--- src/rtl/rcph_pkg.sv ---
package rcph_pkg;

   // Polygon table size and the widths that follow from it.
   localparam int MAX_VERTICES = 16;
   localparam int IDX_W = (MAX_VERTICES > 1) ? $clog2(MAX_VERTICES) : 1;
   localparam int CNT_W = $clog2(MAX_VERTICES + 2);

   // Fixed widths of the 12.4 coordinate arithmetic.
   localparam int COORD_W = 16;
   localparam int SIZE_W = 15;
   localparam int KIND_W = 2;
   localparam int VCNT_W = 5;
   localparam int CORNER_W = COORD_W + 1;
   localparam int DIFF_W = CORNER_W + 1;
   localparam int PROD_W = 2 * DIFF_W;
   localparam int NUM_CORNERS = 4;

   // Twice the mirror axis x = 86.0 in 12.4 fixed point.
   localparam logic signed [CORNER_W-1:0] MIRROR_TWICE_MID = 17'sd2752;
   localparam logic signed [COORD_W-1:0] COORD_MAX = 16'sh7FFF;
   localparam logic signed [COORD_W-1:0] COORD_MIN = 16'sh8000;

   // Depth of the command queue between front and back.
   localparam int CMD_DEPTH = 2;
   localparam int CMD_PTR_W = (CMD_DEPTH > 1) ? $clog2(CMD_DEPTH) : 1;
   localparam int CMD_CNT_W = $clog2(CMD_DEPTH + 1);

   // Codes of the kind field of an input item.
   typedef enum logic [KIND_W-1:0] {
      KIND_WRITE  = 2'd0,
      KIND_QUERY  = 2'd1,
      KIND_MIRROR = 2'd2,
      KIND_NONE   = 2'd3
   } kind_type;

   // Operations that the back end carries out.
   typedef enum logic [1:0] {
      OP_WRITE,
      OP_QUERY,
      OP_MIRROR,
      OP_MISS
   } op_type;

   // Back end sequencer states.
   typedef enum logic [1:0] {
      ST_IDLE,
      ST_RUN,
      ST_DRAIN,
      ST_REPORT
   } back_state_type;

   // One classified command as it travels through the queue.
   typedef struct packed {
      op_type                      op;
      logic [IDX_W-1:0]            idx;
      logic signed [COORD_W-1:0]   vx;
      logic signed [COORD_W-1:0]   vy;
      logic signed [COORD_W-1:0]   ox;
      logic signed [COORD_W-1:0]   oy;
      logic signed [CORNER_W-1:0]  px0;
      logic signed [CORNER_W-1:0]  px1;
      logic signed [CORNER_W-1:0]  py0;
      logic signed [CORNER_W-1:0]  py1;
   } cmd_type;

endpackage

--- src/rtl/rcph_cmd_queue.sv ---
module rcph_cmd_queue import rcph_pkg::*; (
   input  logic     clock,
   input  logic     reset,
   input  logic     push,
   input  cmd_type  cmd_in,
   output logic     full,
   input  logic     pop,
   output logic     empty,
   output cmd_type  cmd_out
);

   cmd_type                entry_ff [CMD_DEPTH];
   logic [CMD_PTR_W-1:0]   wr_ptr_ff;
   logic [CMD_PTR_W-1:0]   rd_ptr_ff;
   logic [CMD_CNT_W-1:0]   count_ff;
   logic                   do_push;
   logic                   do_pop;

   assign full = (count_ff == CMD_CNT_W'(CMD_DEPTH));
   assign empty = (count_ff == '0);
   assign do_push = push & ~full;
   assign do_pop = pop & ~empty;
   assign cmd_out = entry_ff[rd_ptr_ff];

   // Storage of queued items.
   always_ff @(posedge clock) begin
      if (do_push) begin
         entry_ff[wr_ptr_ff] <= cmd_in;
      end
   end

   // Pointers and fill count.
   always_ff @(posedge clock) begin
      if (reset) begin
         wr_ptr_ff <= '0;
         rd_ptr_ff <= '0;
         count_ff <= '0;
      end else begin
         if (do_push) begin
            wr_ptr_ff <= (int'(wr_ptr_ff) == CMD_DEPTH - 1) ? '0 : wr_ptr_ff + 1'b1;
         end
         if (do_pop) begin
            rd_ptr_ff <= (int'(rd_ptr_ff) == CMD_DEPTH - 1) ? '0 : rd_ptr_ff + 1'b1;
         end
         case ({do_push, do_pop})
            2'b10: count_ff <= count_ff + 1'b1;
            2'b01: count_ff <= count_ff - 1'b1;
            default: count_ff <= count_ff;
         endcase
      end
   end

endmodule

--- config.mk ---
export PLATFORM = sky130hd
export DESIGN_NAME = rcph_cmd_queue
export DESIGN_NICKNAME = d
export VERILOG_FILES = /design/src/rtl/rcph_pkg.sv /design/src/rtl/rcph_cmd_queue.sv
export SDC_FILE = /design/constraint.sdc
export NUM_CORES = 1
export LEC_CHECK = 0
export BUFFER_PORTS_ARGS = -buffer_cell sky130_fd_sc_hd__buf_2
export CAP_MARGIN = 40
export CORE_UTILIZATION = 40
export CTS_CLUSTER_SIZE = 24
export DETAILED_ROUTE_END_ITERATION = 12
export GPL_TIMING_DRIVEN = 1
export PLACE_DENSITY_LB_ADDON = 0.2
export REMOVE_ABC_BUFFERS = 1
export SETUP_SLACK_MARGIN = 0.2
export SLEW_MARGIN = 20
export SYNTH_ARGS = -nofsm -noshare
export SYNTH_HDL_FRONTEND = slang
export SYNTH_SLANG_ARGS = --single-unit
--- constraint.sdc ---
create_clock -name clock -period 10.9 [get_ports clock]
set_clock_uncertainty 0.15 [all_clocks]
set_input_delay 0.545 -clock clock [delete_from_list [all_inputs] [get_ports clock]]
set_output_delay 0.545 -clock clock [all_outputs]
set_load 0.01 [all_outputs]
== Yosys cells after proc, flatten, opt, wreduce, memory -nomap -nowiden ==
Memories as Yosys holds them, arrays and structs flattened. A register that Yosys moved wholly into a read port is not among the register bits.
Index checks and enable logic that the tools add are counted.
Word-level totals
  output and inout bits: 140
  memory bits (writable): 276
  memories kept: 1
  register bits: 4
  bits in latches: 0
  logic and storage cells: 24
  input port bits: 142
  ROM bits: 0
Operators by class
  equal/unequal tests: 3
  add/sub/neg operators: 4
  bitwise logic cells: 4
  $mul: 0
  shift-type cells: 0
  reduce and logical (&&, ||, !) cells: 2
  divide/modulo/power cells: 0
  magnitude comparators: 0
  multiplexer cells: 7
Memory list
  entry_ff: words 2, width 138, read ports 1, clocked after memory_dff 1, wr ports 1, line rcph_cmd_queue.sv:12  | cmd_type entry_ff [CMD_DEPTH];
Operators with widths (count)
  2-to-1 mux 1 bit: 6
  == test 2 bit (second input constant): 2
  one-hot mux 2 bit (2 select lines): 1
  adder 1 bit (second input constant): 2
  adder 2 x 1 -> 2 bit (second input constant): 1
  AND 1 bit: 2
  == test 2 x 1 -> 1 bit (second input constant): 1
  zero test 2 bit: 1
  inverter 1 bit: 2
  nonzero test 2 bit: 1
  subtractor 2 x 1 -> 2 bit (second input constant): 1

== Logic depth before layout (Yosys ltp) ==
  word-level depth: 5
  gate-level depth with buffers: 6
  gate-level depth less buffers: 6

== Least setup slack after synthesis ==
No wires, ideal clock.
  kind: input-to-reg
  start: input push
  end: memory entry_ff[1][0] in the netlist's numbering, enable pin
  library setup time: 0.515 ns
  cell stages on the path: 1
  setup slack: 6.468 ns
  required time: 10.235 ns
  arrival: 3.767 ns
  buffers on the path: 0
  path through: and3_1
Between the ends
  cells in the longest elaborated chain, start to end: 3
Ends and longest elaborated chain
  start, declared: line rcph_cmd_queue.sv:4  | input logic push,
  AND 1 bit: line rcph_cmd_queue.sv:21  | assign do_push = push & ~full;
  2-to-1 mux 1 bit: line rcph_cmd_queue.sv:27  | if (do_push) begin
  2-to-1 mux 1 bit (not written as such): line rcph_cmd_queue.sv:28  | entry_ff[wr_ptr_ff] <= cmd_in;
  end, declared: line rcph_cmd_queue.sv:12
Every way passes these cells.

==> impl_results.md <==
- Status: completed
- Vias in the first global route: 5552
- Hold WC Path Type: in2reg
- Root Driver: clkbuf_16
- Critical path class: reg2out
- Clock power frac: 28.0%
- CP Capture Type: output pin
- RSZ-0062 raised after global routing: no
- Clk slew on worst S/H paths: 0.06 ns
- Nets: 903
- Worst-path maximum fanout: 54
- Postcts setup bufs: 0
- Total track usage: 14.6%
- Most frequent cells in the layout: 281 x buf_2, 276 x edfxtp_1, 138 x mux2_2
- Core Region: 24600 um2
- Hold-fix buffers, CTS: 0
- Drt pass-1 iters: 4
- Boundary pin count: 282
- # H-tree levels: 1
- Port bufs: 281
- Cells after Synth: 455
- DRC viols: 0
- Initial Util: 41.2%
- Clock buffer depth: 3
- Synth top area share: 81.7%
- Final hold viol count: 0
- Internal cell power: 2.21 mW
- Largest net degree at the start of global routing: 89
- First-pass GRT wire length: 29600 um
- Setup TNS: 0 ns
- Vias: 5244
- Chip Width: 161 um
- Row count: 57
- Largest cells by area after synthesis: edfxtp_1 82%, mux2_2 15%, dfxtp_1 0.99%
- RePlAce Congestion: 0.726
- Slew headroom: 53.9%
- Part of the cycle the worst path needs: 27.9%
- N_diodes: 0
- Cell taking the most area after synthesis: edfxtp_1
- Worst path required time: 10.21 ns
- Power, Total: 3.02 mW
- Worst skew pair latency: 0.51 ns
- Peak VDD IR: 0.000154 V
- Sw Ratio: 26.9%
- Power share of the sequential group: 46.7%
- WL final: 19500 um
- Reg2reg start: count_ff[0]$_SDFFE_PP0P_
- GR Overflow Total: 0
- Avg Vias per Cell: 4.76
- Setup slack, reg-to-reg: 8.27 ns
- Reg2reg end: entry_ff[0][57]$_DFFE_PP_
- P&R area growth vs syn: 26.6%
- Final cell count without fillers: 1101
- Detail Route Antenna Nets: 0
- Warnings from Yosys: 0
- Worst slew pin tran: 0.692 ns
- Pleak: 4.75 nW
- Synth Register Bits: 281
- Tmin final: 3.04 ns
- Fraction of final layout cells with drive strength greater than 1: 59.6%
- Die Span Y: 161 um
- Mapped cell area: 10100 um2
- Yosys cell types: 17
- Hold path depth: 1
- Fmax: 0.329 GHz
- Maxcap violations: 0
- Worst setup path endpoint: cmd_out[74]
- Routed WL per cell: 17.7 um
- Comb power frac: 25.2%
- Final setup violation count: 0
- CTS tree: yes
- Cts bufs inserted: 29
- Pwr dens: 235 nW/um2
- Detailed placement HPWL: 12800 um
- Seq/Total Area, Yosys: 82.7%
- Net Sw Power: 812 uW
- Critical path arrival: 2.35 ns
- Clock sink count: 281
- Reg2reg path depth: 5
- Max-slew violations: 0
- Syn Area/Cell: 22.3 um2
- Die area: 26000 um2
- Cts repair resizes: 0
- Antenna violations before repair: 3
- Most common cell after layout, fill and taps aside: buf_2
- CP startpoint kind: register
- Cell total after placement: 1052
- DRT iter0 DRCs: 268
stage by stage:
step,hold WS (ns),setup WS (ns),instance area [um2],utilization (%)
final,0.0474,7.86,12800,52.2
after global routing,0.0185,7.72,12800,52.2
after CTS,0.0149,7.77,12800,52.1
after detailed placement,0.352,7.80,12000,48.8
after global placement,0.322,7.72,11900,48.4
after floorplan,0.302,6.31,10100,-
flip-flops by register name, summed over array words and instances, names as in the netlist, named ones only:
signal,count
entry_ff,276
wr_ptr_ff,1
rd_ptr_ff,1
count_ff,2
cell usage after synthesis:
| master | n |
|---|---|
| a21oi_1 | 2 |
| buf_2 | 15 |
| mux2_2 | 138 |
| o21a_1 | 1 |
| dfxtp_1 | 5 |
| and3_1 | 1 |
| inv_1 | 2 |
| or3_1 | 2 |
| nand2_1 | 1 |
| xnor2_1 | 2 |
| edfxtp_1 | 276 |
| nor2_1 | 4 |
| o21ai_0 | 2 |
| xor2_1 | 1 |
| inv_2 | 1 |
| ha_1 | 1 |
| nand2b_2 | 1 |
cells by family (layout without fill, tap and decap cells):
group | count (synthesis) | count (layout) | share of synthesized area (%)
flops | 281 | 281 | 82.7
mux | 138 | 138 | 15.3
buf+inv | 18 | 340 | 0.851
simple gates | 9 | 9 | 0.456
compound gates | 5 | 5 | 0.271
xor+xnor | 3 | 3 | 0.259
fa+ha+maj | 1 | 1 | 0.123
power by group through the flow:
| stage | sequential (mW) | clock (mW) | combinational, mW |
|---|---|---|---|
| 6_report | 1.41 | 0.846 | 0.762 |
| 3_5_place_dp | 1.44 | 0 | 0.769 |
| 4_1_cts | 1.41 | 0.874 | 0.774 |
| 3_3_place_gp | 1.45 | 0 | 0.713 |
| 2_1_floorplan | 1.48 | 0 | 0.436 |
| 5_1_grt | 1.43 | 0.913 | 0.823 |
worst min path at each step:
stage | startpoint | endpoint
floorplan | wr_ptr_ff$_SDFFE_PP0P_ | wr_ptr_ff$_SDFFE_PP0P_
global placement | wr_ptr_ff$_SDFFE_PP0P_ | wr_ptr_ff$_SDFFE_PP0P_
detailed placement | wr_ptr_ff$_SDFFE_PP0P_ | wr_ptr_ff$_SDFFE_PP0P_
CTS | cmd_in[82] | entry_ff[1][82]$_DFFE_PP_
global route | cmd_in[82] | entry_ff[0][82]$_DFFE_PP_
finish | cmd_in[82] | entry_ff[0][82]$_DFFE_PP_
critical path: stages (launching register included):
cell and delay [ns]:
dfxtp_4 0.56, buf_4 0.38, buf_16 0.31, mux2_2 0.40, buf_2 0.15
routing by layer:
layer	part of all wire (%)	global-route usage [%]
met1	42	18.5
met2	48	24.3
met3	7.6	4.60
met4	2.3	4.37
met5	0.21	0
layout make-up:
type                            instances  area [um2]
Fill cell                            2063       11800
Sequential cell                       281        8390
Multi-Input combinational cell        156        1670
Timing Repair Buffer                  289        1550
Clock buffer                           38         759
Tap cell                              324         405
Clock inverter                         10        40.0
Inverter                                3        16.3
(Power assumes the default switching activity.)
