`config.mk`:
```
export PLATFORM = sky130hd
export DESIGN_NAME = rcph_front
export DESIGN_NICKNAME = d
export VERILOG_FILES = /design/src/rtl/rcph_pkg.sv /design/src/rtl/rcph_front.sv
export SDC_FILE = /design/constraint.sdc
export NUM_CORES = 1
export LEC_CHECK = 0
export BUFFER_PORTS_ARGS = -buffer_cell sky130_fd_sc_hd__buf_2
export CAP_MARGIN = 20
export CORE_AREA = 10 10 98 100
export DETAILED_ROUTE_END_ITERATION = 7
export DIE_AREA = 0 0 108 110
export PLACE_DENSITY_LB_ADDON = 0.25
export SYNTH_ARGS = -nofsm -noshare
export SYNTH_HDL_FRONTEND = slang
export SYNTH_SLANG_ARGS = --single-unit
```
`constraint.sdc`:
```
create_clock -name vclk -period 2.5
set_clock_uncertainty 0.05 [all_clocks]
set_input_delay 0.25 -clock vclk [all_inputs]
set_output_delay 0.25 -clock vclk [all_outputs]
set_load 0.005 [all_outputs]
```
`src/rtl/rcph_pkg.sv`:
```
package rcph_pkg;

   // Polygon table size and the widths that follow from it.
   localparam int MAX_VERTICES = 16;
   localparam int IDX_W = (MAX_VERTICES > 1) ? $clog2(MAX_VERTICES) : 1;
   localparam int CNT_W = $clog2(MAX_VERTICES + 2);

   // Fixed widths of the 12.4 coordinate arithmetic.
   localparam int COORD_W = 16;
   localparam int SIZE_W = 15;
   localparam int KIND_W = 2;
   localparam int VCNT_W = 5;
   localparam int CORNER_W = COORD_W + 1;
   localparam int DIFF_W = CORNER_W + 1;
   localparam int PROD_W = 2 * DIFF_W;
   localparam int NUM_CORNERS = 4;

   // Twice the mirror axis x = 86.0 in 12.4 fixed point.
   localparam logic signed [CORNER_W-1:0] MIRROR_TWICE_MID = 17'sd2752;
   localparam logic signed [COORD_W-1:0] COORD_MAX = 16'sh7FFF;
   localparam logic signed [COORD_W-1:0] COORD_MIN = 16'sh8000;

   // Depth of the command queue between front and back.
   localparam int CMD_DEPTH = 2;
   localparam int CMD_PTR_W = (CMD_DEPTH > 1) ? $clog2(CMD_DEPTH) : 1;
   localparam int CMD_CNT_W = $clog2(CMD_DEPTH + 1);

   // Codes of the kind field of an input item.
   typedef enum logic [KIND_W-1:0] {
      KIND_WRITE  = 2'd0,
      KIND_QUERY  = 2'd1,
      KIND_MIRROR = 2'd2,
      KIND_NONE   = 2'd3
   } kind_type;

   // Operations that the back end carries out.
   typedef enum logic [1:0] {
      OP_WRITE,
      OP_QUERY,
      OP_MIRROR,
      OP_MISS
   } op_type;

   // Back end sequencer states.
   typedef enum logic [1:0] {
      ST_IDLE,
      ST_RUN,
      ST_DRAIN,
      ST_REPORT
   } back_state_type;

   // One classified command as it travels through the queue.
   typedef struct packed {
      op_type                      op;
      logic [IDX_W-1:0]            idx;
      logic signed [COORD_W-1:0]   vx;
      logic signed [COORD_W-1:0]   vy;
      logic signed [COORD_W-1:0]   ox;
      logic signed [COORD_W-1:0]   oy;
      logic signed [CORNER_W-1:0]  px0;
      logic signed [CORNER_W-1:0]  px1;
      logic signed [CORNER_W-1:0]  py0;
      logic signed [CORNER_W-1:0]  py1;
   } cmd_type;

endpackage

```
`src/rtl/rcph_front.sv`:
```
module rcph_front import rcph_pkg::*; (
   input  logic                       req_push,
   input  logic                       queue_full,
   input  logic [KIND_W-1:0]          req_kind,
   input  logic [3:0]                 req_vertex_index,
   input  logic signed [COORD_W-1:0]  req_vertex_x,
   input  logic signed [COORD_W-1:0]  req_vertex_y,
   input  logic signed [COORD_W-1:0]  req_rect_x,
   input  logic signed [COORD_W-1:0]  req_rect_y,
   input  logic [SIZE_W-1:0]          req_rect_width,
   input  logic [SIZE_W-1:0]          req_rect_height,
   input  logic signed [COORD_W-1:0]  req_body_x,
   input  logic signed [COORD_W-1:0]  req_body_y,
   input  logic                       req_dying,
   output logic                       cmd_push,
   output cmd_type                    cmd
);

   logic keep;

   // Build the command: payload, rectangle corners and the decoded kind.
   // Unknown kinds and out-of-range writes are dropped.
   always_comb begin
      cmd.idx = IDX_W'(req_vertex_index);
      cmd.vx = req_vertex_x;
      cmd.vy = req_vertex_y;
      cmd.ox = req_body_x;
      cmd.oy = req_body_y;
      cmd.px0 = CORNER_W'(req_rect_x);
      cmd.py0 = CORNER_W'(req_rect_y);
      cmd.px1 = CORNER_W'(req_rect_x) + CORNER_W'($signed({1'b0, req_rect_width}));
      cmd.py1 = CORNER_W'(req_rect_y) + CORNER_W'($signed({1'b0, req_rect_height}));
      keep = 1'b0;
      cmd.op = OP_WRITE;
      case (kind_type'(req_kind))
         KIND_WRITE: begin
            cmd.op = OP_WRITE;
            keep = (int'(req_vertex_index) < MAX_VERTICES);
         end
         KIND_QUERY: begin
            cmd.op = req_dying ? OP_MISS : OP_QUERY;
            keep = 1'b1;
         end
         KIND_MIRROR: begin
            cmd.op = OP_MIRROR;
            keep = 1'b1;
         end
         default: begin
            keep = 1'b0;
         end
      endcase
   end

   assign cmd_push = req_push & ~queue_full & keep;

endmodule

```
# Word-level counts from Yosys, hierarchy flattened
# Index checks and enable logic that the tools add are counted.
[op_classes]
add_sub_neg = 2
eq_ne = 2
muxes = 3
bitwise_logic = 3
reduce_logical = 2
[op_table]
columns = ["operator", "n"]
rows = [
  ["adder 16 x 16 -> 17 bit", 2],
  ["case mux 2 bit (2 select lines)", 1],
  ["OR reduction 3 bit", 1],
  ["bitwise AND 1 bit", 2],
  ["equality test 2 x 1 -> 1 bit, second input constant", 1],
  ["equality test 2 bit, second input constant", 1],
  ["zero test 2 bit", 1],
  ["two-way mux 2 bit", 1],
  ["two-way mux 1 bit", 1],
  ["inverter 1 bit", 1],
]
[word_totals]
register_bits = 0
inputBits = 135
out_inout_bits = 139
elab_cells = 12

# Depth between registers and ports, before layout
[logic_depth]
ltp_word = 4
ltp_mapped = 7

# Worst setup path after synthesis
# Ideal clock, no wire load.
[synth_timing]
kind = "input to output"
start = "input port req_rect_x[0]"
end = "output port cmd[46] in the netlist's numbering"
arrival_time_ps = 1909
required_time_ps = 2200
setup_slack_ps = 291
path_stages = 7
path_buffers = 0
path_cell_list = "ha_1 -> fa_1 -> a21o_1 -> a31oi_1 -> nor3_1 -> or4_1 -> nand3_1"
[synth_lines]
columns = ["element", "line", "rtl"]
rows = [
  ["from (decl)", "rcph_front.sv:8", "input logic signed [COORD_W-1:0] req_rect_x,"],
  ["to (decl)", "rcph_front.sv:16", "output cmd_type cmd"],
]

==> reports/qor.csv <==
stage;metric;value;unit
run_status;outcome;completed;
logic_synthesis;post-synth net total;495;
setup_path;Cell Chain, Critical Path;buf_2 -> ha_1 -> fa_2 -> a21o_1 -> a31oi_4 -> nor3_2 -> or4_1 -> nand3_1 -> buf_2;
setup_path;Max FO, Critical Path;2;
cts;hold_buf cts;0;
grt;Congestion Overflow GR;0;
logic_synthesis;Mean Syn Cell Area;7.19;um^2
logic_synthesis;cell area after synthesis;0.00233;mm^2
logic_synthesis;ranking of synthesized cells by area;buf_4, ha_1, a21oi_1, xnor2_1, o21ai_0;
timing;pins over their slew limit;0;
setup_path;Crit path buffers/inverters;2;
layout;NumNets Final;535;
detailed_routing;drt initial violations;62;
floorplan;Core Rows;32;
placement;Final HPWL DP;6180;um
detailed_routing;DRT Pass-1 Iters;4;
grt;met1 usage;0.111;
layout;final-layout clock buffer total;0;
grt;Global Route Usage Sum;0.102;
timing;Worst Max-Slew Pin Slew;0.475;ns
timing;worst setup margin;0.124;ns
placement;I/O Buffers;138;
detailed_routing;via/cell ratio;4.91;
worst_hold_path;Hold Crit Class;in2out;
placement;pre-CTS setup slack;-0.0196;ns
layout;Seq Cell Count;0;
setup_path;Critical Path Sink Type;output pin;
setup_path;startpoint types;input pin;
layout;leading cell type in the layout, fill and taps excluded;buf_2;
detailed_routing;number of remaining DRC errors;0;
grt;vias in the first global route;2299;
timing;f_max;421;MHz
worst_hold_path;worst hold start;req_vertex_y[2];
floorplan;Die Y-Extent;110;um
layout;most frequent cells in the layout;buf_2, ha_1, a21oi_1;
grt;GR Util met3;0.0499;
pwr;switching pwr;0.337;mW
logic_synthesis;Synth top area share;0.329;
grt;largest net degree at the start of global routing;10;
floorplan;Placeable Area;0.00765;mm^2
setup_path;CP max stage delay;0.47;ns
layout;layout cells sized above 1;0.423;
timing;RSZ-0062 raised after global routing;no;
setup_path;required time of the critical path;2.20;ns
pwr;combinational group share of total power;1.000;
grt;GRT met2 Usage;0.175;
timing;final setup vio count;0;
pwr;Peak VDD IR;110;uV
grt;busiest grt layer;met2;
layout;Sequential Area;0;um^2
floorplan;Ports;274;
logic_synthesis;Post-Syn Instances;324;
logic_synthesis;leading area contributor after synthesis;buf_4;
setup_path;delay-heaviest family, CP;simple AND/OR/NAND/NOR gates;
logic_synthesis;Yosys cell types;40;
pwr;P per Cell Area;265;mW/mm^2
detailed_routing;wire per inst;14.7;um
pwr;Int Pwr;0.314;mW
placement;GP Congestion;0.814;
floorplan;Initial Utilization;0.305;
detailed_routing;DR vias;2278;
grt;first-pass GRT wire length;10600;um
logic_synthesis;register area share after synthesis;0;
grt;antenna violations before repair;0;
layout;fillers;862;
pwr;clock network power share;0;
layout;multi-input logic area;0.00152;mm^2
layout;Area Growth Syn to Fin;5.26;%
timing;Tmin final;2.38;ns
floorplan;Die ar.;0.0119;mm^2
timing;Slew HR;0.681;
detailed_routing;Post-Route WL;6830;um
layout;n_diodes;0;
floorplan;die extent in x;108;um
pwr;Pleak;1.28;nW
flow_run;max cap viols;0;
pwr;sequential share of power;0;
worst_hold_path;hold path cells;0;
setup_path;CP max stage cell;or4_1;
setup_path;WS Path Type;in2out;
detailed_routing;Routed Antenna Nets;0;
timing;Tcrit/Tclk final;0.950;
worst_hold_path;hold endpoint;cmd[102];
timing;worst hold slack;0.450;ns
setup_path;Top cell by count, worst path;buf_2;
setup_path;critical path data arrival time;2.08;ns
pwr;Switching Share;0.517;
timing;Hold Violations, Final;0;
logic_synthesis;YS warnings;0;
-- synth_stat cells --
cell      instances
o221ai_1          2
o21ai_0          16
nand3_1           6
clkbuf_1          6
o2111a_1          1
inv_1            16
o21bai_1          3
ha_1             34
a211oi_1          1
nand3b_1          1
o21ai_1           1
nor2b_1           3
a221oi_1          2
o21a_1            4
nor3_1            6
buf_4           102
xor2_1            9
a221o_1           1
o211ai_1          7
o22a_1            1
nand2_1          13
o31ai_1           2
o311ai_0          2
or3_1             1
nor4_1            1
o311ai_1          1
nand4_1           6
a31oi_1           5
nor3b_1           2
a21oi_1          27
nor2_1           14
a211o_1           1
fa_1              2
o221a_2           1
o31a_1            1
and3b_1           1
a21o_1            4
or4_1             2
nand2b_1          3
xnor2_1          13
-- power by group through the flow --
stage               clock network [mW]  registers [mW]  logic, mW
floorplan                            0               0      0.486
detailed placement                   0               0      0.649
finish                               0               0      0.651
global placement                     0               0      0.645
global route                         0               0      0.742
CTS                                  0               0      0.655
-- what timing repair did --
action	4_1_cts	5_1_grt
gates resized for setup	2	6
setup endpoints to repair	2	9
setup buffers	0	0
pin swaps	0	3
-- logic make-up after synthesis --
| logic type | Yosys count | synth area share |
|---|---|---|
| adder cells (fa/ha/maj) | 36 | 0.200 |
| AO/OA/AOI/OAI | 83 | 0.227 |
| AND/OR/NAND/NOR | 59 | 0.127 |
| XOR/XNOR | 22 | 0.0827 |
| buffers and inverters | 124 | 0.364 |
-- layout make-up --
cell class	instances	share of cell area
Multi-Input combinational cell	200	0.618
Tap cell	102	0.0520
Inverter	16	0.0245
Timing Repair Buffer	146	0.306
-- worst max-delay path by stage --
stage / from / endpoint / cells past startpoint
2_1_floorplan: req_rect_x[0] / cmd[46] / 7
3_3_place_gp: req_rect_y[0] / cmd[16] / 9
3_5_place_dp: req_rect_y[0] / cmd[16] / 9
4_1_cts: req_rect_x[0] / cmd[46] / 9
5_1_grt: req_rect_x[0] / cmd[47] / 9
6_report: req_rect_x[0] / cmd[46] / 9
-- per-stage QoR --
| step | cells | instance area [um^2] | setup TNS [ns] | util | power, mW |
|---|---|---|---|---|---|
| 2_1_floorplan | 324 | 2330 | 0 | - | 0.486 |
| 3_3_place_gp | 464 | 2420 | -0.00556 | 0.317 | 0.645 |
| 3_5_place_dp | 464 | 2420 | -0.0272 | 0.317 | 0.649 |
| 4_1_cts | 464 | 2430 | 0 | 0.317 | 0.655 |
| 5_1_grt | 464 | 2450 | 0 | 0.321 | 0.742 |
| 6_report | 464 | 2450 | 0 | 0.321 | 0.651 |
-- metal layers --
layer | share of wire | wire length, um | up-vias
li1 | - | - | 1119
met1 | 0.37 | 2560 | 1009
met2 | 0.46 | 3110 | 124
met3 | 0.14 | 990 | 26
met4 | 0.025 | 173 | 0
met5 | 0 | 0 | -
Power figures use the tool's default switching activity.
