==> src/rtl/rcph_pkg.sv <==
package rcph_pkg;

   // Polygon table size and the widths that follow from it.
   localparam int MAX_VERTICES = 16;
   localparam int IDX_W = (MAX_VERTICES > 1) ? $clog2(MAX_VERTICES) : 1;
   localparam int CNT_W = $clog2(MAX_VERTICES + 2);

   // Fixed widths of the 12.4 coordinate arithmetic.
   localparam int COORD_W = 16;
   localparam int SIZE_W = 15;
   localparam int KIND_W = 2;
   localparam int VCNT_W = 5;
   localparam int CORNER_W = COORD_W + 1;
   localparam int DIFF_W = CORNER_W + 1;
   localparam int PROD_W = 2 * DIFF_W;
   localparam int NUM_CORNERS = 4;

   // Twice the mirror axis x = 86.0 in 12.4 fixed point.
   localparam logic signed [CORNER_W-1:0] MIRROR_TWICE_MID = 17'sd2752;
   localparam logic signed [COORD_W-1:0] COORD_MAX = 16'sh7FFF;
   localparam logic signed [COORD_W-1:0] COORD_MIN = 16'sh8000;

   // Depth of the command queue between front and back.
   localparam int CMD_DEPTH = 2;
   localparam int CMD_PTR_W = (CMD_DEPTH > 1) ? $clog2(CMD_DEPTH) : 1;
   localparam int CMD_CNT_W = $clog2(CMD_DEPTH + 1);

   // Codes of the kind field of an input item.
   typedef enum logic [KIND_W-1:0] {
      KIND_WRITE  = 2'd0,
      KIND_QUERY  = 2'd1,
      KIND_MIRROR = 2'd2,
      KIND_NONE   = 2'd3
   } kind_type;

   // Operations that the back end carries out.
   typedef enum logic [1:0] {
      OP_WRITE,
      OP_QUERY,
      OP_MIRROR,
      OP_MISS
   } op_type;

   // Back end sequencer states.
   typedef enum logic [1:0] {
      ST_IDLE,
      ST_RUN,
      ST_DRAIN,
      ST_REPORT
   } back_state_type;

   // One classified command as it travels through the queue.
   typedef struct packed {
      op_type                      op;
      logic [IDX_W-1:0]            idx;
      logic signed [COORD_W-1:0]   vx;
      logic signed [COORD_W-1:0]   vy;
      logic signed [COORD_W-1:0]   ox;
      logic signed [COORD_W-1:0]   oy;
      logic signed [CORNER_W-1:0]  px0;
      logic signed [CORNER_W-1:0]  px1;
      logic signed [CORNER_W-1:0]  py0;
      logic signed [CORNER_W-1:0]  py1;
   } cmd_type;

endpackage

==> src/rtl/rcph_back.sv <==
module rcph_back import rcph_pkg::*; (
   input  logic               clock,
   input  logic               reset,
   input  logic [VCNT_W-1:0]  vertex_count,
   input  logic               cmd_empty,
   input  cmd_type            cmd,
   output logic               cmd_pop,
   output logic               rsp_empty,
   output logic               rsp_hit,
   input  logic               rsp_pop
);

   back_state_type state_ff, state_in;
   logic                        is_query_ff, is_query_in;
   logic [CNT_W-1:0]            cnt_ff, cnt_in;
   logic [CNT_W-1:0]            used_n;
   logic [CNT_W-1:0]            addr_full;
   logic                        last;
   logic                        clear_inside;
   logic                        wr_cmd;
   logic                        res_push;

   // Operands held for the running command.
   logic signed [COORD_W-1:0]   ox_ff, oy_ff;
   logic signed [CORNER_W-1:0]  px_ff [NUM_CORNERS];
   logic signed [CORNER_W-1:0]  py_ff [NUM_CORNERS];

   // Vertex memory and its read pipeline.
   logic [2*COORD_W-1:0]        vtx_mem [MAX_VERTICES];
   logic [2*COORD_W-1:0]        rd_data_ff;
   logic                        rd_en;
   logic                        rd_first;
   logic [IDX_W-1:0]            rd_addr;
   logic                        rd_vld_ff;
   logic                        rd_first_ff;
   logic [IDX_W-1:0]            rd_addr_ff;
   logic                        mem_we;
   logic [IDX_W-1:0]            mem_waddr;
   logic [2*COORD_W-1:0]        mem_wdata;
   logic signed [COORD_W-1:0]   rd_x, rd_y;
   logic signed [CORNER_W-1:0]  mir_x;
   logic signed [COORD_W-1:0]   mir_sat;

   // Edge pipeline.
   logic signed [CORNER_W-1:0]  cur_x_ff, cur_y_ff, prev_x_ff, prev_y_ff;
   logic                        edge_vld_ff;
   logic signed [DIFF_W-1:0]    d_y;
   logic signed [DIFF_W-1:0]    d_x;
   logic signed [DIFF_W-1:0]    a_x [NUM_CORNERS];
   logic signed [DIFF_W-1:0]    c_y [NUM_CORNERS];
   logic signed [PROD_W-1:0]    lhs [NUM_CORNERS];
   logic signed [PROD_W-1:0]    rhs [NUM_CORNERS];
   logic [NUM_CORNERS-1:0]      crosses;
   logic signed [PROD_W-1:0]    lhs_ff [NUM_CORNERS];
   logic signed [PROD_W-1:0]    rhs_ff [NUM_CORNERS];
   logic [NUM_CORNERS-1:0]      cross_ff;
   logic                        dneg_ff;
   logic                        prod_vld_ff;
   logic [NUM_CORNERS-1:0]      inside_ff;
   logic [NUM_CORNERS-1:0]      toggle;

   // Result queue.
   logic                        res_q_ff [2];
   logic                        res_wr_ff, res_rd_ff;
   logic [1:0]                  res_cnt_ff;
   logic                        res_pop;

   // Vertex count in use, capped at the table size.
   assign used_n = (int'(vertex_count) > MAX_VERTICES) ? CNT_W'(MAX_VERTICES)
                                                       : CNT_W'(vertex_count);

   // Sequencer state register.
   always_ff @(posedge clock) begin
      if (reset) begin
         state_ff <= ST_IDLE;
         is_query_ff <= 1'b0;
         cnt_ff <= '0;
      end else begin
         state_ff <= state_in;
         is_query_ff <= is_query_in;
         cnt_ff <= cnt_in;
      end
   end

   // Sequencer: take a command, sweep the vertices, drain, report.
   always_comb begin
      state_in = state_ff;
      is_query_in = is_query_ff;
      cnt_in = cnt_ff;
      cmd_pop = 1'b0;
      rd_en = 1'b0;
      rd_first = 1'b0;
      addr_full = '0;
      last = 1'b0;
      clear_inside = 1'b0;
      wr_cmd = 1'b0;
      res_push = 1'b0;
      case (state_ff)
         ST_IDLE: begin
            if (!cmd_empty) begin
               cmd_pop = 1'b1;
               cnt_in = '0;
               case (cmd.op)
                  OP_WRITE: begin
                     wr_cmd = 1'b1;
                  end
                  OP_MIRROR: begin
                     is_query_in = 1'b0;
                     if (used_n != '0) begin
                        state_in = ST_RUN;
                     end
                  end
                  OP_QUERY: begin
                     clear_inside = 1'b1;
                     is_query_in = 1'b1;
                     state_in = (used_n != '0) ? ST_RUN : ST_REPORT;
                  end
                  OP_MISS: begin
                     clear_inside = 1'b1;
                     is_query_in = 1'b1;
                     state_in = ST_REPORT;
                  end
                  default: begin
                     state_in = ST_IDLE;
                  end
               endcase
            end
         end
         ST_RUN: begin
            rd_en = 1'b1;
            if (is_query_ff) begin
               // The last vertex is read first so that it closes the polygon.
               rd_first = (cnt_ff == '0);
               addr_full = (cnt_ff == '0) ? used_n - 1'b1 : cnt_ff - 1'b1;
               last = (cnt_ff == used_n);
            end else begin
               addr_full = cnt_ff;
               last = (cnt_ff == used_n - 1'b1);
            end
            cnt_in = cnt_ff + 1'b1;
            if (last) begin
               state_in = ST_DRAIN;
            end
         end
         ST_DRAIN: begin
            if (!rd_vld_ff && !edge_vld_ff && !prod_vld_ff) begin
               state_in = is_query_ff ? ST_REPORT : ST_IDLE;
            end
         end
         ST_REPORT: begin
            if (res_cnt_ff != 2'd2) begin
               res_push = 1'b1;
               state_in = ST_IDLE;
            end
         end
         default: begin
            state_in = ST_IDLE;
         end
      endcase
   end

   assign rd_addr = addr_full[IDX_W-1:0];

   // Operands of the command just taken.
   always_ff @(posedge clock) begin
      if (cmd_pop) begin
         ox_ff <= cmd.ox;
         oy_ff <= cmd.oy;
         px_ff[0] <= cmd.px0;
         py_ff[0] <= cmd.py0;
         px_ff[1] <= cmd.px1;
         py_ff[1] <= cmd.py0;
         px_ff[2] <= cmd.px1;
         py_ff[2] <= cmd.py1;
         px_ff[3] <= cmd.px0;
         py_ff[3] <= cmd.py1;
      end
   end

   // Mirror write-back: x becomes 2752 - x, saturated to 16 bits.
   assign rd_x = rd_data_ff[2*COORD_W-1:COORD_W];
   assign rd_y = rd_data_ff[COORD_W-1:0];
   assign mir_x = MIRROR_TWICE_MID - CORNER_W'(rd_x);
   assign mir_sat = (mir_x[CORNER_W-1] == mir_x[CORNER_W-2]) ? mir_x[COORD_W-1:0]
                  : (mir_x[CORNER_W-1] ? COORD_MIN : COORD_MAX);

   assign mem_we = wr_cmd | (rd_vld_ff & ~is_query_ff);
   assign mem_waddr = wr_cmd ? cmd.idx : rd_addr_ff;
   assign mem_wdata = wr_cmd ? {cmd.vx, cmd.vy} : {mir_sat, rd_y};

   // Vertex memory: one write and one registered read per cycle.
   always_ff @(posedge clock) begin
      if (mem_we) begin
         vtx_mem[mem_waddr] <= mem_wdata;
      end
      if (rd_en) begin
         rd_data_ff <= vtx_mem[rd_addr];
      end
   end

   // Read pipeline control.
   always_ff @(posedge clock) begin
      if (reset) begin
         rd_vld_ff <= 1'b0;
         rd_first_ff <= 1'b0;
      end else begin
         rd_vld_ff <= rd_en;
         rd_first_ff <= rd_first;
      end
      rd_addr_ff <= rd_addr;
   end

   // Offset vertex stage: current and previous vertex form one edge.
   always_ff @(posedge clock) begin
      if (reset) begin
         edge_vld_ff <= 1'b0;
      end else begin
         edge_vld_ff <= rd_vld_ff & is_query_ff & ~rd_first_ff;
      end
      if (rd_vld_ff && is_query_ff) begin
         cur_x_ff <= CORNER_W'(rd_x) + CORNER_W'(ox_ff);
         cur_y_ff <= CORNER_W'(rd_y) + CORNER_W'(oy_ff);
         prev_x_ff <= cur_x_ff;
         prev_y_ff <= cur_y_ff;
      end
   end

   // Edge stage: crossing test and the two cross products for each corner.
   assign d_y = DIFF_W'(prev_y_ff) - DIFF_W'(cur_y_ff);
   assign d_x = DIFF_W'(prev_x_ff) - DIFF_W'(cur_x_ff);

   always_comb begin
      for (int c = 0; c < NUM_CORNERS; c++) begin
         a_x[c] = DIFF_W'(px_ff[c]) - DIFF_W'(cur_x_ff);
         c_y[c] = DIFF_W'(py_ff[c]) - DIFF_W'(cur_y_ff);
         crosses[c] = (cur_y_ff > py_ff[c]) != (prev_y_ff > py_ff[c]);
         lhs[c] = PROD_W'(a_x[c]) * PROD_W'(d_y);
         rhs[c] = PROD_W'(d_x) * PROD_W'(c_y[c]);
      end
   end

   always_ff @(posedge clock) begin
      if (reset) begin
         prod_vld_ff <= 1'b0;
      end else begin
         prod_vld_ff <= edge_vld_ff;
      end
      for (int c = 0; c < NUM_CORNERS; c++) begin
         lhs_ff[c] <= lhs[c];
         rhs_ff[c] <= rhs[c];
      end
      cross_ff <= crosses;
      dneg_ff <= d_y[DIFF_W-1];
   end

   // Compare stage: the even-odd flag of each corner flips on a left crossing.
   always_comb begin
      for (int c = 0; c < NUM_CORNERS; c++) begin
         toggle[c] = cross_ff[c] & (dneg_ff ? (lhs_ff[c] > rhs_ff[c])
                                            : (lhs_ff[c] < rhs_ff[c]));
      end
   end

   always_ff @(posedge clock) begin
      if (reset || clear_inside) begin
         inside_ff <= '0;
      end else if (prod_vld_ff) begin
         inside_ff <= inside_ff ^ toggle;
      end
   end

   // Two-entry result queue toward the receiver.
   assign rsp_empty = (res_cnt_ff == 2'd0);
   assign rsp_hit = res_q_ff[res_rd_ff];
   assign res_pop = rsp_pop & ~rsp_empty;

   always_ff @(posedge clock) begin
      if (res_push) begin
         res_q_ff[res_wr_ff] <= |inside_ff;
      end
   end

   always_ff @(posedge clock) begin
      if (reset) begin
         res_wr_ff <= 1'b0;
         res_rd_ff <= 1'b0;
         res_cnt_ff <= 2'd0;
      end else begin
         if (res_push) begin
            res_wr_ff <= ~res_wr_ff;
         end
         if (res_pop) begin
            res_rd_ff <= ~res_rd_ff;
         end
         case ({res_push, res_pop})
            2'b10: res_cnt_ff <= res_cnt_ff + 2'd1;
            2'b01: res_cnt_ff <= res_cnt_ff - 2'd1;
            default: res_cnt_ff <= res_cnt_ff;
         endcase
      end
   end

endmodule

==> config.mk <==
export PLATFORM = sky130hd
export DESIGN_NAME = rcph_back
export DESIGN_NICKNAME = d
export VERILOG_FILES = /design/src/rtl/rcph_pkg.sv /design/src/rtl/rcph_back.sv
export SDC_FILE = /design/constraint.sdc
export NUM_CORES = 2
export LEC_CHECK = 0
export BUFFER_PORTS_ARGS = -buffer_cell sky130_fd_sc_hd__clkbuf_2
export CORE_ASPECT_RATIO = 1.4
export CORE_MARGIN = 2
export CORE_UTILIZATION = 55
export DETAILED_ROUTE_END_ITERATION = 8
export PLACE_DENSITY = 0.79
export SLEW_MARGIN = 20
export SYNTH_ARGS = -nofsm -noshare
export SYNTH_HDL_FRONTEND = slang
export SYNTH_SLANG_ARGS = --single-unit
==> constraint.sdc <==
create_clock -name clock -period 7.8 [get_ports clock]
set_clock_uncertainty 0.15 [all_clocks]
set_input_delay 0.78 -clock clock [delete_from_list [all_inputs] [get_ports clock]]
set_output_delay 0.78 -clock clock [all_outputs]
set_load 0.01 [all_outputs]
Word level (Yosys, flattened, before mapping). Memory sizes are Yosys's and may differ from the RTL's. A register that Yosys moved wholly into a read port is not among the register bits. Index checks and enable logic that the tools add are counted.

Multiply operators: 8. Order comparisons: 17. Reduce and logical (&&, ||, !) cells: 21. Bitwise gates (word level): 17. Eq/ne operators: 22. Add/subtract/negate cells: 18. Mux-type cells: 46.

Operator list (number): multiplier 18 x 18 -> 36 bit (8); subtractor 17 x 17 -> 18 bit (10); > comparator 36 bit (4); less-than comparator 36 bit (4); > comparator 17 bit (8); adder 16 x 16 -> 17 bit (2); two-way mux 16 bit (2); two-way mux 32 bit (1); two-way mux 1 bit (25); subtractor 13 x 16 -> 17 bit, first input constant (1); two-way mux 4 bit (4); two-way mux 2 bit (7); == test 2 bit, second input constant (5); == test 5 bit (2); two-way mux 5 bit (2); inequality test 2 bit, second input constant (5); case mux 5 bit (2 select lines) (1); bitwise AND 1 bit (8); case mux 2 bit (4 select lines) (1); inverter 1 bit (7); == test 2 x 1 -> 1 bit, second input constant (3); logical NOT 2 bit (3); case mux 2 bit (3 select lines) (1); AND reduction 6 bit (1); other kinds (25) (34).

Output and inout bits: 3. Memories kept: 6. Register bits: 129. Bits in writable memories: 938. Word-level logic and storage cells: 175.

Memories: vtx_mem (depth 16, bits a word 32, rd ports 1, clocked after memory_dff 1, write ports 1, line rcph_back.sv:29) `logic [2*COORD_W-1:0] vtx_mem [MAX_VERTICES];`; lhs_ff (depth 4, bits a word 36, rd ports 4, clocked after memory_dff 0, write ports 4, line rcph_back.sv:54) `logic signed [PROD_W-1:0] lhs_ff [NUM_CORNERS];`; rhs_ff (depth 4, bits a word 36, rd ports 4, clocked after memory_dff 0, write ports 4, line rcph_back.sv:55) `logic signed [PROD_W-1:0] rhs_ff [NUM_CORNERS];`; px_ff (depth 4, bits a word 17, rd ports 4, clocked after memory_dff 0, write ports 4, line rcph_back.sv:25) `logic signed [CORNER_W-1:0] px_ff [NUM_CORNERS];`; py_ff (depth 4, bits a word 17, rd ports 4, clocked after memory_dff 0, write ports 4, line rcph_back.sv:26) `logic signed [CORNER_W-1:0] py_ff [NUM_CORNERS];`; res_q_ff (depth 2, bits a word 1, rd ports 1, clocked after memory_dff 1, write ports 1, line rcph_back.sv:63) `logic res_q_ff [2];`.

Depth between registers and ports, before layout.
Depth after elaboration: 8. Mapped depth: 36. Mapped depth without buffers: 34.

Worst setup path before layout. Ideal clock, no wire load.

Path kind: register to register. Start: register cur_x_ff[1]. End: memory rhs_ff[2][34] in the netlist's numbering. Setup time: 0.072 ns. Slack: -0.774 ns. Arrival: 8.352 ns. Stages on the path, launching flop included: 34. Period minus slack after synthesis: 8.574 ns. Path through: edfxtp_1 -> inv_1 -> ha_1 -> nor2b_1 -> o21ai_0 -> a21boi_0 -> o211ai_1 -> a311oi_1 -> a31oi_1 -> a31oi_1 -> clkbuf_1 -> nor2_1 -> fa_1 -> inv_1 -> fa_1 -> inv_1 -> ha_1 -> inv_1 -> fa_1 -> inv_1 -> fa_1 -> inv_1 -> fa_1 -> inv_1 -> ha_1 -> clkbuf_1 -> nand2_1 -> or4_1 -> nor2_1 -> a21oi_1 -> a311oi_1 -> a21oi_1 -> o21ai_0 -> xor2_1.

RTL lines: from (decl) (line rcph_back.sv:45) `logic signed [CORNER_W-1:0] cur_x_ff, cur_y_ff, prev_x_ff, prev_y_ff;`; from (signal assigned) (line rcph_back.sv:221) `cur_x_ff <= CORNER_W'(rd_x) + CORNER_W'(ox_ff);`; to (decl) (line rcph_back.sv:55).

==> out/metrics.yaml <==
vias: 72200
failed_checks: "setup timing"
cts_root_buffer: "clkbuf_16"
crit_family: "adder cells"
cp-end-kind: "register"
ys_warn_count: 0
cts_tree: "yes"
grt_pass1_wl_mm: 439
synth_edf_count: 714
grt_overflow: 0
most-common-layout-cells: "inv_1 (1574), nand2_1 (1291), fa_1 (1262)"
cts_buffers: 87
syn_inst: 8937
worstPathMaxFanout: 5
maxCapViolCount: 0
period_minus_slack_ns: 8.53
cts_sinks: 886
synthArstFlopShare: 0
synthAdderAreaFrac: 0.394
synth_top_family_by_area: "adder cells"
drive_gt1_frac: 0.225
slew_headroom: 0.212
fp.dieW_um: 344
routedWlPerCell_um: 23.6
multiInputGateArea_um2: 60700
critPathSlowestCell: "fa_1"
start_util: 0.554
fmax_mhz: 117
core_area_um2: 161000
first_global_vias: 77100
final-seq-area_um2: 24900
crit_required_ns: 8.30
final.setup.worst_slack_ns: -0.734
antenna_found_initial: 26
seq_area_frac_synth: 0.279
synth_compound_area_frac: 0.0720
crit_path_frequent_cell: "fa_1"
routed_wl_mm: 293
syn_area_um2: 89200
drtAntennaViolNets: 0
status: "complete, but fails checks"
port_buffers: 149
grt_max_degree: 104
post-route-period-util: 1.09
clkLatencyLatePin_ns: 0.78
fillers: 11000
dr.pass1.iters: 6
drt_iter0_markers: 6519
layout.nets: 12400
finalSetupViolCount: 72
critical_path_buf_inv_count: 11
place_hpwl_mm: 216
synth.avg_cell_area_um2: 9.98
pin_count: 150
route.detailed.drc: 0
critPathKind: "register to register"
htree_levels: 3
viasPerCell: 5.83
final_common_cell: "inv_1"
worst_pin_slew_ns: 1.18
syn-num-nets: 11100
rsz0062_at_grt: "yes"
max-clock-path-buffers: 3
muxShareOfSynthArea: 0.00252
cp-start-kind: "register"
yosys.area_share.xor_xnor: 0.0305
slew_violations: 0
syn2layout_area_growth_pct: 23.4
ys.flop_type: "edfxtp_1"
synth-simple-area-share: 0.138
hold_class: "input pin to register"
place_congestion: 1.06
hold_violations: 0
clk_pin_slew_ns: 0.07
synth_cell_types: 90
die-area_um2: 165000
fp.dieH_um: 480
rows: 174
critPathArrivalTime_ns: 9.03
holdWs_ns: 0.0384
synth_seq_cells: 886
max_stage_delay_ns: 0.57
grt_usage: 0.354
## cells by family (layout without fill, tap and decap cells)
family,count (synthesis),in the layout
multiplexers,21,21
other,0,19
XOR/XNOR,311,311
AO/OA/AOI/OAI,947,947
buffers and inverters,1980,3305
adder cells (fa/ha/maj),2014,2014
flip-flops,886,886
AND/OR/NAND/NOR,2778,2778
## state kept, by name (all words and copies together), names as in the netlist, 2 cells and up, named ones only
signal      count
prev_x_ff      17
rd_addr_ff      4
cur_x_ff       17
ox_ff          16
res_q_ff        2
py_ff          34
res_cnt_ff      2
prev_y_ff      17
lhs_ff         72
inside_ff       4
rhs_ff         72
cur_y_ff       17
state_ff        2
cross_ff        2
px_ff          34
vtx_mem       512
rd_data_ff     32
cnt_ff          5
oy_ff          16
## Yosys cell counts, drive strengths merged (46+ instances only)
library cell     n  area, um2
inv           1669       6260
nand2         1349       5070
fa            1324      26500
edfxtp         714      21400
ha             690       8630
nor2           598       2250
a21oi          248       1260
clkbuf         236        886
xnor2          214       1870
nand3          202       1010
dfxtp          172       3440
nand2b         153        957
a21o           148       1110
o21ai          131        656
nor2b          110        696
a311oi         107        943
xor2            97        850
and3            88        551
buf             74        359
nor3            64        330
a31oi           63        409
and2            48        300
o21a            47        353
nand4           46        288
## final cells by class
cell class	instances	area share
antenna	19	0.000432
multi-input combinational	6071	0.551
tap	2112	0.0240
sequential	886	0.226
clock buffer	103	0.0204
clock inverter	58	0.00668
inverter	1670	0.0571
timing repair buffer	1474	0.114
## metrics by stage
stage | cells | instance area (um2) | setup TNS, ns | setup slack (ns) | util
floorplan | 8937 | 89700 | -0.374 | -0.0833 | -
global placement | 12000 | 101000 | -20.65 | -0.614 | 0.630
detailed placement | 12000 | 101000 | -28.49 | -0.776 | 0.630
CTS | 12300 | 108000 | -17.56 | -0.550 | 0.670
global route | 12400 | 110000 | -44.29 | -0.950 | 0.684
finish | 12400 | 110000 | -27.38 | -0.734 | 0.684
## worst register-to-register path: cells and delay by family, from the launching register on
family / cells / cell delay [ns]
AND/OR/NAND/NOR: 7 / 1.03
adder cells (fa/ha/maj): 8 / 3.69
XOR/XNOR: 2 / 0.45
AO/OA/AOI/OAI: 6 / 1.29
flip-flops: 1 / 0.39
buffers and inverters: 11 / 1.41
## what timing repair did
item / in CTS / in global routing
endpoints found under the setup margin: 76 / 88
setup buffers: 173 / 78
gates resized for setup: 429 / 410
hold endpoints to repair: 3 / 0
hold buffers: 3 / 0
gates cloned: 6 / 1
pin swaps: 294 / 259
## routing by layer
metal	wire (um)	track usage	vias up	part of all wire
met5	99	0	-	0.00034
met4	29400	0.284	16	0.10
met3	31000	0.0838	1332	0.11
met2	136000	0.566	4166	0.47
met1	95900	0.406	35700	0.33
li1	-	-	31000	-
## final timing paths
kind	from	to	slack, ns	depth (start not counted)
worst max register to register	cur_y_ff[1]	lhs_ff[2][31]	-0.73	34
worst max-delay path	cur_y_ff[1]	lhs_ff[2][31]	-0.73	34
worst min-delay path	cmd[77]	oy_ff[9]	0.04	1
worst min register to register	rd_first_ff	edge_vld_ff	0.27	1
Power is not shown: default switching activity piles up to over one toggle a cycle in this logic, so the estimate is an artifact.
